[config.mk]
export PLATFORM = sky130hd
export DESIGN_NAME = first_fit_two_resource_packing_top
export DESIGN_NICKNAME = d
export VERILOG_FILES = /design/src/design/ffp_pkg.sv /design/src/design/first_fit_two_resource_packing_top.sv /design/src/design/ffp_ctrl.sv /design/src/design/ffp_dp.sv
export SDC_FILE = /design/constraint.sdc
export NUM_CORES = 2
export LEC_CHECK = 0
export ABC_AREA = 1
export ABC_CLOCK_PERIOD_IN_PS = 11300
export BUFFER_PORTS_ARGS = -buffer_cell sky130_fd_sc_hd__clkbuf_2
export CORE_MARGIN = 2
export CORE_UTILIZATION = 50
export CTS_CLUSTER_DIAMETER = 150
export DETAILED_ROUTE_END_ITERATION = 16
export PLACE_DENSITY = 0.65
export SYNTH_ARGS = -nofsm -noshare
export SYNTH_HDL_FRONTEND = slang
export SYNTH_HIERARCHICAL = 1
export SYNTH_SLANG_ARGS = --single-unit
[constraint.sdc]
create_clock -name clk -period 11.3 [get_ports clk]
set_input_delay 0.565 -clock clk [delete_from_list [all_inputs] [get_ports clk]]
set_output_delay 0.565 -clock clk [all_outputs]
set_load 0.1 [all_outputs]
[src/design/ffp_pkg.sv]
// ----------------------------------------------------------------------------
// ffp_pkg
// Shared sizes, codes and controller/datapath interface types for the
// two-resource first-fit packing block.
// ----------------------------------------------------------------------------
package ffp_pkg;

	// Bin table geometry.
	localparam int MAX_BINS    = 64;
	localparam int NUM_CLASSES = 2;

	// Field widths.
	localparam int CLS_W     = 1;
	localparam int CPU_W     = 10;
	localparam int MEM_W     = 16;
	localparam int BIN_W     = (MAX_BINS > 1) ? $clog2(MAX_BINS) : 1;
	localparam int CNT_W     = $clog2(MAX_BINS + 1);
	localparam int ENT_W     = CPU_W + MEM_W;
	localparam int ADDR_W    = CLS_W + BIN_W;
	localparam int MEM_DEPTH = 1 << ADDR_W;
	localparam int CLS_SLOTS = 1 << CLS_W;
	localparam int CFG_IDX_W = 2;
	localparam int CFG_DAT_W = MEM_W;

	// Configuration register indexes.
	localparam logic [CFG_IDX_W-1:0] REG_CAP_CPU0 = 2'd0;
	localparam logic [CFG_IDX_W-1:0] REG_CAP_MEM0 = 2'd1;
	localparam logic [CFG_IDX_W-1:0] REG_CAP_CPU1 = 2'd2;
	localparam logic [CFG_IDX_W-1:0] REG_CAP_MEM1 = 2'd3;

	// Request function codes.
	localparam logic FUNC_PLACE = 1'b0;
	localparam logic FUNC_CLEAR = 1'b1;

	// Result status codes.
	typedef enum logic [2:0] {
		ST_OPEN     = 3'd0,
		ST_NEW      = 3'd1,
		ST_OVERSIZE = 3'd2,
		ST_FULL     = 3'd3,
		ST_CLEARED  = 3'd4
	} status_t;

	// Commands from the controller to the datapath.
	typedef struct packed {
		logic    load;     // latch the incoming request word
		logic    issue;    // read the next bin of the scan
		logic    hit_wr;   // charge the bin that matched
		logic    new_wr;   // open a new bin at the tail
		logic    clr;      // empty the class
		logic    respond;  // register a result word
		status_t code;
	} ffp_cmd_t;

	// Status from the datapath to the controller.
	typedef struct packed {
		logic class_bad;
		logic clear;
		logic oversize;
		logic issue_done;
		logic pending;
		logic hit;
		logic full;
	} ffp_stat_t;

endpackage

[src/design/first_fit_two_resource_packing_top.sv]
// ----------------------------------------------------------------------------
// first_fit_two_resource_packing_top
// Two-resource first-fit bin packing engine with per-class bin rows.
// Usage: a request word (func, item_class, cpu_need, mem_need) is taken with
// start high at a rising edge where busy is low. A place request goes into the
// lowest open bin of its class with enough CPU and memory left, else a new bin
// is opened; a clear request empties the class. One result word (status,
// bin_index, bins_used) follows, marked by done for one cycle; no stall.
// A reject or clear is answered straight from the check state. A placement
// scans the open bins one per cycle through the registered bin memory read
// and stops at the first match; when no bin fits, a new bin is opened or
// the table is reported full. A new request is taken in the done cycle.
// Capacities are written through cfg_we/cfg_idx/cfg_data while busy is low.
// Reset clears the bin counts and loads the default capacities (CPU 64,
// memory 256); open bins keep their remainders on a capacity change, and the
// bin memory needs no clearing pass.
// ----------------------------------------------------------------------------
module first_fit_two_resource_packing_top import ffp_pkg::*; (
	input  logic                 clk,
	input  logic                 arst_n,
	input  logic                 cfg_we,
	input  logic [CFG_IDX_W-1:0] cfg_idx,
	input  logic [CFG_DAT_W-1:0] cfg_data,
	input  logic                 start,
	output logic                 busy,
	input  logic                 func,
	input  logic [CLS_W-1:0]     item_class,
	input  logic [CPU_W-1:0]     cpu_need,
	input  logic [MEM_W-1:0]     mem_need,
	output logic                 done,
	output logic [2:0]           status,
	output logic [BIN_W-1:0]     bin_index,
	output logic [CNT_W-1:0]     bins_used
);

	ffp_cmd_t  cmd;
	ffp_stat_t stat;

	// Sequencer.
	ffp_ctrl u_ctrl (
		.clk    (clk),
		.arst_n (arst_n),
		.start  (start),
		.stat   (stat),
		.cmd    (cmd),
		.busy   (busy)
	);

	// Storage and arithmetic.
	ffp_dp u_dp (
		.clk        (clk),
		.arst_n     (arst_n),
		.cfg_we     (cfg_we),
		.cfg_idx    (cfg_idx),
		.cfg_data   (cfg_data),
		.func       (func),
		.item_class (item_class),
		.cpu_need   (cpu_need),
		.mem_need   (mem_need),
		.cmd        (cmd),
		.stat       (stat),
		.done       (done),
		.status     (status),
		.bin_index  (bin_index),
		.bins_used  (bins_used)
	);

	// An accepted request keeps the block busy in the next cycle.
	a_accept_busy: assert property (@(posedge clk) disable iff (!arst_n)
		(start && !busy) |=> busy)
		else $error("request accepted but block not busy");

	// A result word only ends a request that was in progress.
	a_done_after_busy: assert property (@(posedge clk) disable iff (!arst_n)
		done |-> $past(busy))
		else $error("result word without a request in progress");

	// A newly opened bin is the last one of the class.
	a_new_bin_tail: assert property (@(posedge clk) disable iff (!arst_n)
		(done && status == ST_NEW) |-> (bins_used == CNT_W'(bin_index) + CNT_W'(1)))
		else $error("new bin index does not match bin count");

	// Unplaced results carry bin index zero.
	a_unplaced_zero: assert property (@(posedge clk) disable iff (!arst_n)
		(done && status != ST_OPEN && status != ST_NEW) |-> (bin_index == '0))
		else $error("nonzero bin index on an unplaced result");

endmodule

[src/design/ffp_ctrl.sv]
// ----------------------------------------------------------------------------
// ffp_ctrl
// Sequencer for one request: check, clear a class or scan open bins, then
// charge a bin, open a new one or report a reject.
// ----------------------------------------------------------------------------
module ffp_ctrl import ffp_pkg::*; (
	input  logic      clk,
	input  logic      arst_n,
	input  logic      start,
	input  ffp_stat_t stat,
	output ffp_cmd_t  cmd,
	output logic      busy
);

	typedef enum logic [3:0] {
		S_IDLE  = 4'b0001,
		S_CHECK = 4'b0010,
		S_SCAN  = 4'b0100,
		S_MISS  = 4'b1000
	} state_t;

	state_t state_q, state_d;

	// State register.
	always_ff @(posedge clk or negedge arst_n) begin
		if (!arst_n) begin
			state_q <= S_IDLE;
		end else begin
			state_q <= state_d;
		end
	end

	assign busy = (state_q != S_IDLE);

	// Next state and datapath commands.
	always_comb begin
		state_d     = state_q;
		cmd         = '0;
		cmd.code    = ST_OPEN;
		case (state_q)
			S_IDLE: begin
				if (start) begin
					cmd.load = 1'b1;
					state_d  = S_CHECK;
				end
			end
			S_CHECK: begin
				if (stat.class_bad) begin
					cmd.respond = 1'b1;
					cmd.code    = stat.clear ? ST_CLEARED : ST_FULL;
					state_d     = S_IDLE;
				end else if (stat.clear) begin
					cmd.clr     = 1'b1;
					cmd.respond = 1'b1;
					cmd.code    = ST_CLEARED;
					state_d     = S_IDLE;
				end else if (stat.oversize) begin
					cmd.respond = 1'b1;
					cmd.code    = ST_OVERSIZE;
					state_d     = S_IDLE;
				end else begin
					state_d = S_SCAN;
				end
			end
			S_SCAN: begin
				// Reads go out one bin a cycle; a match stops the scan.
				if (stat.hit) begin
					cmd.hit_wr  = 1'b1;
					cmd.respond = 1'b1;
					cmd.code    = ST_OPEN;
					state_d     = S_IDLE;
				end else begin
					cmd.issue = !stat.issue_done;
					if (stat.issue_done && !stat.pending) begin
						state_d = S_MISS;
					end
				end
			end
			S_MISS: begin
				cmd.respond = 1'b1;
				if (stat.full) begin
					cmd.code = ST_FULL;
				end else begin
					cmd.new_wr = 1'b1;
					cmd.code   = ST_NEW;
				end
				state_d = S_IDLE;
			end
			default: begin
				state_d = S_IDLE;
			end
		endcase
	end

endmodule

[src/design/ffp_dp.sv]
// ----------------------------------------------------------------------------
// ffp_dp
// Datapath: capacity registers, request word, per-class bin counts, the
// bin remainder memory with its scan pipeline, and the result registers.
// ----------------------------------------------------------------------------
module ffp_dp import ffp_pkg::*; (
	input  logic                 clk,
	input  logic                 arst_n,
	input  logic                 cfg_we,
	input  logic [CFG_IDX_W-1:0] cfg_idx,
	input  logic [CFG_DAT_W-1:0] cfg_data,
	input  logic                 func,
	input  logic [CLS_W-1:0]     item_class,
	input  logic [CPU_W-1:0]     cpu_need,
	input  logic [MEM_W-1:0]     mem_need,
	input  ffp_cmd_t             cmd,
	output ffp_stat_t            stat,
	output logic                 done,
	output logic [2:0]           status,
	output logic [BIN_W-1:0]     bin_index,
	output logic [CNT_W-1:0]     bins_used
);

	logic [CPU_W-1:0] cap_cpu0_q, cap_cpu1_q;
	logic [MEM_W-1:0] cap_mem0_q, cap_mem1_q;
	logic             func_q;
	logic [CLS_W-1:0] cls_q;
	logic [CPU_W-1:0] cpu_q;
	logic [MEM_W-1:0] mem_q;
	logic [CNT_W-1:0] cnt_q [CLS_SLOTS];
	logic [CNT_W-1:0] rd_bin_q;
	logic             rdv_s1;
	logic [BIN_W-1:0] bin_s1;
	logic [ENT_W-1:0] rd_s1;
	logic [ENT_W-1:0] rem_mem [MEM_DEPTH];

	logic [CPU_W-1:0]  cap_cpu_sel;
	logic [MEM_W-1:0]  cap_mem_sel;
	logic [CNT_W-1:0]  count_cur;
	logic [CPU_W-1:0]  rd_cpu;
	logic [MEM_W-1:0]  rd_mem;
	logic              wr_en;
	logic [ADDR_W-1:0] wr_addr;
	logic [ENT_W-1:0]  wr_data;
	logic [ADDR_W-1:0] rd_addr;

	// Capacity registers: the user writes them only while idle; the block does not enforce it.
	always_ff @(posedge clk or negedge arst_n) begin
		if (!arst_n) begin
			cap_cpu0_q <= CPU_W'(64);
			cap_mem0_q <= MEM_W'(256);
			cap_cpu1_q <= CPU_W'(64);
			cap_mem1_q <= MEM_W'(256);
		end else if (cfg_we) begin
			case (cfg_idx)
				REG_CAP_CPU0: cap_cpu0_q <= cfg_data[CPU_W-1:0];
				REG_CAP_MEM0: cap_mem0_q <= cfg_data[MEM_W-1:0];
				REG_CAP_CPU1: cap_cpu1_q <= cfg_data[CPU_W-1:0];
				REG_CAP_MEM1: cap_mem1_q <= cfg_data[MEM_W-1:0];
				default: ;
			endcase
		end
	end

	// Request word, held for the whole request.
	always_ff @(posedge clk) begin
		if (cmd.load) begin
			func_q <= func;
			cls_q  <= item_class;
			cpu_q  <= cpu_need;
			mem_q  <= mem_need;
		end
	end

	assign cap_cpu_sel = (cls_q == CLS_W'(0)) ? cap_cpu0_q : cap_cpu1_q;
	assign cap_mem_sel = (cls_q == CLS_W'(0)) ? cap_mem0_q : cap_mem1_q;
	assign count_cur   = cnt_q[cls_q];
	assign rd_cpu      = rd_s1[ENT_W-1:MEM_W];
	assign rd_mem      = rd_s1[MEM_W-1:0];

	// Open bin count per class.
	always_ff @(posedge clk or negedge arst_n) begin
		if (!arst_n) begin
			for (int i = 0; i < CLS_SLOTS; i++) begin
				cnt_q[i] <= '0;
			end
		end else if (cmd.clr) begin
			cnt_q[cls_q] <= '0;
		end else if (cmd.new_wr) begin
			cnt_q[cls_q] <= count_cur + CNT_W'(1);
		end
	end

	// Scan address counter and read-valid pipeline bit.
	always_ff @(posedge clk or negedge arst_n) begin
		if (!arst_n) begin
			rd_bin_q <= '0;
			rdv_s1   <= 1'b0;
		end else begin
			rdv_s1 <= cmd.issue;
			if (cmd.load) begin
				rd_bin_q <= '0;
			end else if (cmd.issue) begin
				rd_bin_q <= rd_bin_q + CNT_W'(1);
			end
		end
	end

	// Write port: charge a matched bin or fill a newly opened one.
	assign wr_en   = cmd.hit_wr || cmd.new_wr;
	assign wr_addr = cmd.new_wr ? {cls_q, count_cur[BIN_W-1:0]} : {cls_q, bin_s1};
	assign wr_data = cmd.new_wr ? {cap_cpu_sel - cpu_q, cap_mem_sel - mem_q}
	                            : {rd_cpu - cpu_q, rd_mem - mem_q};
	assign rd_addr = {cls_q, rd_bin_q[BIN_W-1:0]};

	// Bin remainder memory: one write and one registered read a cycle.
	always_ff @(posedge clk) begin
		if (wr_en) begin
			rem_mem[wr_addr] <= wr_data;
		end
		if (cmd.issue) begin
			rd_s1  <= rem_mem[rd_addr];
			bin_s1 <= rd_bin_q[BIN_W-1:0];
		end
	end

	// Status back to the controller.
	always_comb begin
		stat.class_bad  = (32'(cls_q) >= NUM_CLASSES);
		stat.clear      = (func_q == FUNC_CLEAR);
		stat.oversize   = (cpu_q > cap_cpu_sel) || (mem_q > cap_mem_sel);
		stat.issue_done = (rd_bin_q == count_cur);
		stat.pending    = rdv_s1;
		stat.hit        = rdv_s1 && (rd_cpu >= cpu_q) && (rd_mem >= mem_q);
		stat.full       = (count_cur == CNT_W'(MAX_BINS));
	end

	// Result registers: each word is shown for one cycle.
	always_ff @(posedge clk or negedge arst_n) begin
		if (!arst_n) begin
			done <= 1'b0;
		end else begin
			done <= cmd.respond;
		end
	end

	always_ff @(posedge clk) begin
		if (cmd.respond) begin
			status <= cmd.code;
			case (cmd.code)
				ST_OPEN: bin_index <= bin_s1;
				ST_NEW:  bin_index <= count_cur[BIN_W-1:0];
				default: bin_index <= '0;
			endcase
			if (stat.class_bad || cmd.code == ST_CLEARED) begin
				bins_used <= '0;
			end else if (cmd.code == ST_NEW) begin
				bins_used <= count_cur + CNT_W'(1);
			end else begin
				bins_used <= count_cur;
			end
		end
	end

endmodule

==> results.yml <==
yosys:
  synth_area_leader_cell: "edfxtp_1"
  synth_area_leaders: "edfxtp_1, nand2_1, nand3_1, nor2_1, inv_1"
  netlist_instances: 14290
  yosysWarnings: 6
  synth-seq-area-share_pct: 69.75
  synthArstFlopShare_pct: 2.268
  synth-edff-count: 3404
  synth.distinct_cells: 50
  syn_area_sq_um: 149400
  ys.flop_type: "edfxtp_1"
  syn-num-nets: 14410
  synth.avg_cell_area_sq_um: 10.45
  synth_top_area_share_pct: 68.42
  ys_ff_latch: 3483
worst_setup_path:
  start_kind: "register"
  path_max_fanout: 53
  worstPathArrival_ps: 6830
  crit_path_end_kind: "register"
  critical_path_class: "register to register"
  crit_required_ps: 11910
clocking:
  cts_setup_buffers: 0
  cts_buffers: 357
  htreeDepth: 5
  clkTransAtPathRegs_ps: 60
  clockBufferDepth: 4
  insertion_delay_ps: 960
  clockRootBuffer: "clkbuf_16"
  cts.sinks: 3483
  cts_tree: "yes"
floorplan:
  fp.dieArea_sq_um: 303200
  fp-row-count: 200
  dieHeight_um: 550.6
  core_sq_um: 297000
  die_w_um: 550.6
  start_util_pct: 50.30
  ios: 68
timing:
  fin_crit_sh_pct: 55.02
  finalCriticalPeriod_ps: 6218
  finalSetupViolCount: 0
  fmax_ghz: 0.1608
  relSlewSlack_pct: 13.26
  tightest_slew_ps: 1296
  drv_slew: 0
  rsz0062_at_grt: "no"
  fin_tns_setup_ps: 0
  hold_violations: 0
  fin_skew_ps: 81.46
power:
  pwr-share-clk_pct: 39.9
  pwr-share-seq_pct: 51.8
  combPwrFrac_pct: 8.2
  p_sw_share_pct: 24.42
  p_leak_nw: 65.70
  power_density_nw_per_um2: 176.8
  p_int_mw: 22.20
  ir_drop_uv: 146.8
  p_switching_mw: 7.172
detailed_routing:
  wire_per_inst_um: 22.82
  ant_nets: 0
  route.detailed.drc: 0
  firstDrtPassIters: 8
  drtIter0Drc: 13700
  vias_per_cell: 5.470
  wl_mm: 422.8
  via_count: 101300
placement:
  dp.cells: 17830
  port_buffers: 67
  gp_congestion: 0.9355
  dpl.hpwl_mm: 235.1
worst_hold_path:
  min_path_type: "input pin to async pin"
cells_and_area:
  layout.nets: 14410
  fill_cells: 24580
  drive_gt1_share_pct: 7.157
  stdcell_count: 18530
  area_growth_pct: 11.23
grt:
  grt_pass1_vias: 93680
  grt_max_degree: 187
  grtUsageTotal_pct: 27.36
  antenna_found_initial: 7
  grt_pass1_wl_mm: 616.3
  grt_overflow: 0
status:
  status: "completed"
flow_run:
  timing.max_cap.violations: 0
## cell usage in the layout, fill, tap and decap left out, types with 60 or more instances in the layout
| cell type | count |
|---|---|
| inv_1 | 1482 |
| clkbuf_16 | 364 |
| clkinv_1 | 94 |
| nand3_1 | 1373 |
| nor2_1 | 1560 |
| clkbuf_1 | 60 |
| buf_4 | 247 |
| a21oi_1 | 119 |
| dfrtp_1 | 70 |
| clkbuf_2 | 66 |
| nand2_1 | 4427 |
| o21ai_0 | 668 |
| edfxtp_1 | 3404 |
| nor2_2 | 122 |
| o21ai_1 | 70 |
## metrics by stage
stage                     hold slack [ps]  worst slack (ps)  area [sq um]  power [mW]  utilization [%]
final                               336.8              5082        166200       29.37            55.94
after global routing                336.9              4815        166200       30.09            55.94
after CTS                           291.5              5167        166200       29.44            55.94
after detailed placement            471.1              5194        154100       17.83            51.89
after global placement              466.0              5266        154100       17.81            51.89
after floorplan                     269.4              2567        149400       16.77                -
## cells by family (layout without fill, tap and decap cells)
logic type / Yosys count / count (layout) / synth area share, %
simple gates: 7561 / 7561 / 20.23
flops: 3483 / 3483 / 69.75
buf+inv: 2233 / 2527 / 6.110
xor+xnor: 16 / 16 / 0.09380
compound gates: 930 / 930 / 3.224
other cells: 1 / 4 / 0.002510
mux: 7 / 7 / 0.04690
fa+ha+maj: 62 / 62 / 0.5394
## power groups by stage
stage / Clock (mW) / Sequential (mW) / Combinational (mW)
global placement: 0 / 15.5 / 2.31
floorplan: 0 / 15.8 / 1.00
detailed placement: 0 / 15.5 / 2.34
finish: 11.7 / 15.2 / 2.41
CTS: 11.9 / 15.2 / 2.36
global route: 12.3 / 15.2 / 2.51
## area by class of cell
cell class                 count  area (sq um)  area share, %
clock inverter               225          2218          1.335
timing repair buffer         378          3025          1.821
inverter                    1498          5667          3.410
tap                         3939          4928          2.966
clock buffer                 426          9361          5.634
multi-input combinational   8577         36750          22.11
sequential                  3483        104200          62.72
antenna                        3         7.507       0.004518
## Yosys cell counts, types with 9 or more instances
| cell | n |
|---|---|
| buf_2 | 294 |
| dfrtp_1 | 74 |
| inv_2 | 10 |
| nand2_1 | 4442 |
| nor2_1 | 1692 |
| nand3_1 | 1377 |
| o21ai_0 | 676 |
| o21ai_1 | 70 |
| ha_1 | 58 |
| or2_2 | 9 |
| clkbuf_1 | 256 |
| edfxtp_1 | 3404 |
| xor2_1 | 11 |
| a21oi_1 | 119 |
| buf_6 | 15 |
| and3_1 | 9 |
| o211ai_1 | 21 |
| inv_1 | 1484 |
| nor3_1 | 9 |
| buf_4 | 67 |
| buf_1 | 102 |
| o22ai_1 | 11 |
## state kept, by name, summed over array words and instances, names as in the netlist, 7 cells and up
register	cells
u_dp/cap_mem0_q	16
u_dp/bins_used	7
u_dp/cap_mem1_q	16
u_dp/cap_cpu0_q	10
u_dp/rd_bin_q	7
u_dp/mem_q	16
u_dp/rem_mem	3328
u_dp/cpu_q	10
u_dp/cap_cpu1_q	10
u_dp/rd_s1	26
u_dp/cnt_q	14
## worst max-delay path: stages, from the launching register on
cell      delay, ps
edfxtp_1        750
buf_4           690
nand2_1         120
o21a_1          200
inv_1           140
ha_1            180
nand4_1         100
nor3_1          410
nor2_4           80
inv_2           420
o21ai_1         260
nor2_1          310
nand3_2         630
buf_4           510
nor2_2          640
buf_4           370
## what timing repair did
action,CTS,global route
gates resized for setup,0,0
hold endpoints to repair,156,0
hold buffers,46,0
## metal layers
metal	part of all wire, %	GRT usage [%]
met1	40	38.85
met2	45	41.80
met3	10	5.082
met4	4.2	10.99
met5	0	0
## path summary, 6_finish.rpt
path / start / to / slack [ps] / cells past startpoint
worst max-delay path: u_dp/cls_q / u_dp/rem_mem[70][16] / 5080 / 15
worst min-delay path: arst_n / u_dp/done / 340 / 2
worst max register to register: u_dp/cls_q / u_dp/rem_mem[70][16] / 5080 / 15
worst min register to register: u_dp/cnt_q[0] / u_dp/cnt_q[0] / 480 / 1
max in group asynchronous: arst_n / u_dp/rd_bin_q[1] / 10180 / 2
min in group clk: mem_need[7] / u_dp/mem_q[7] / 340 / 2
Note: power is estimated with default switching activity, not from simulation.
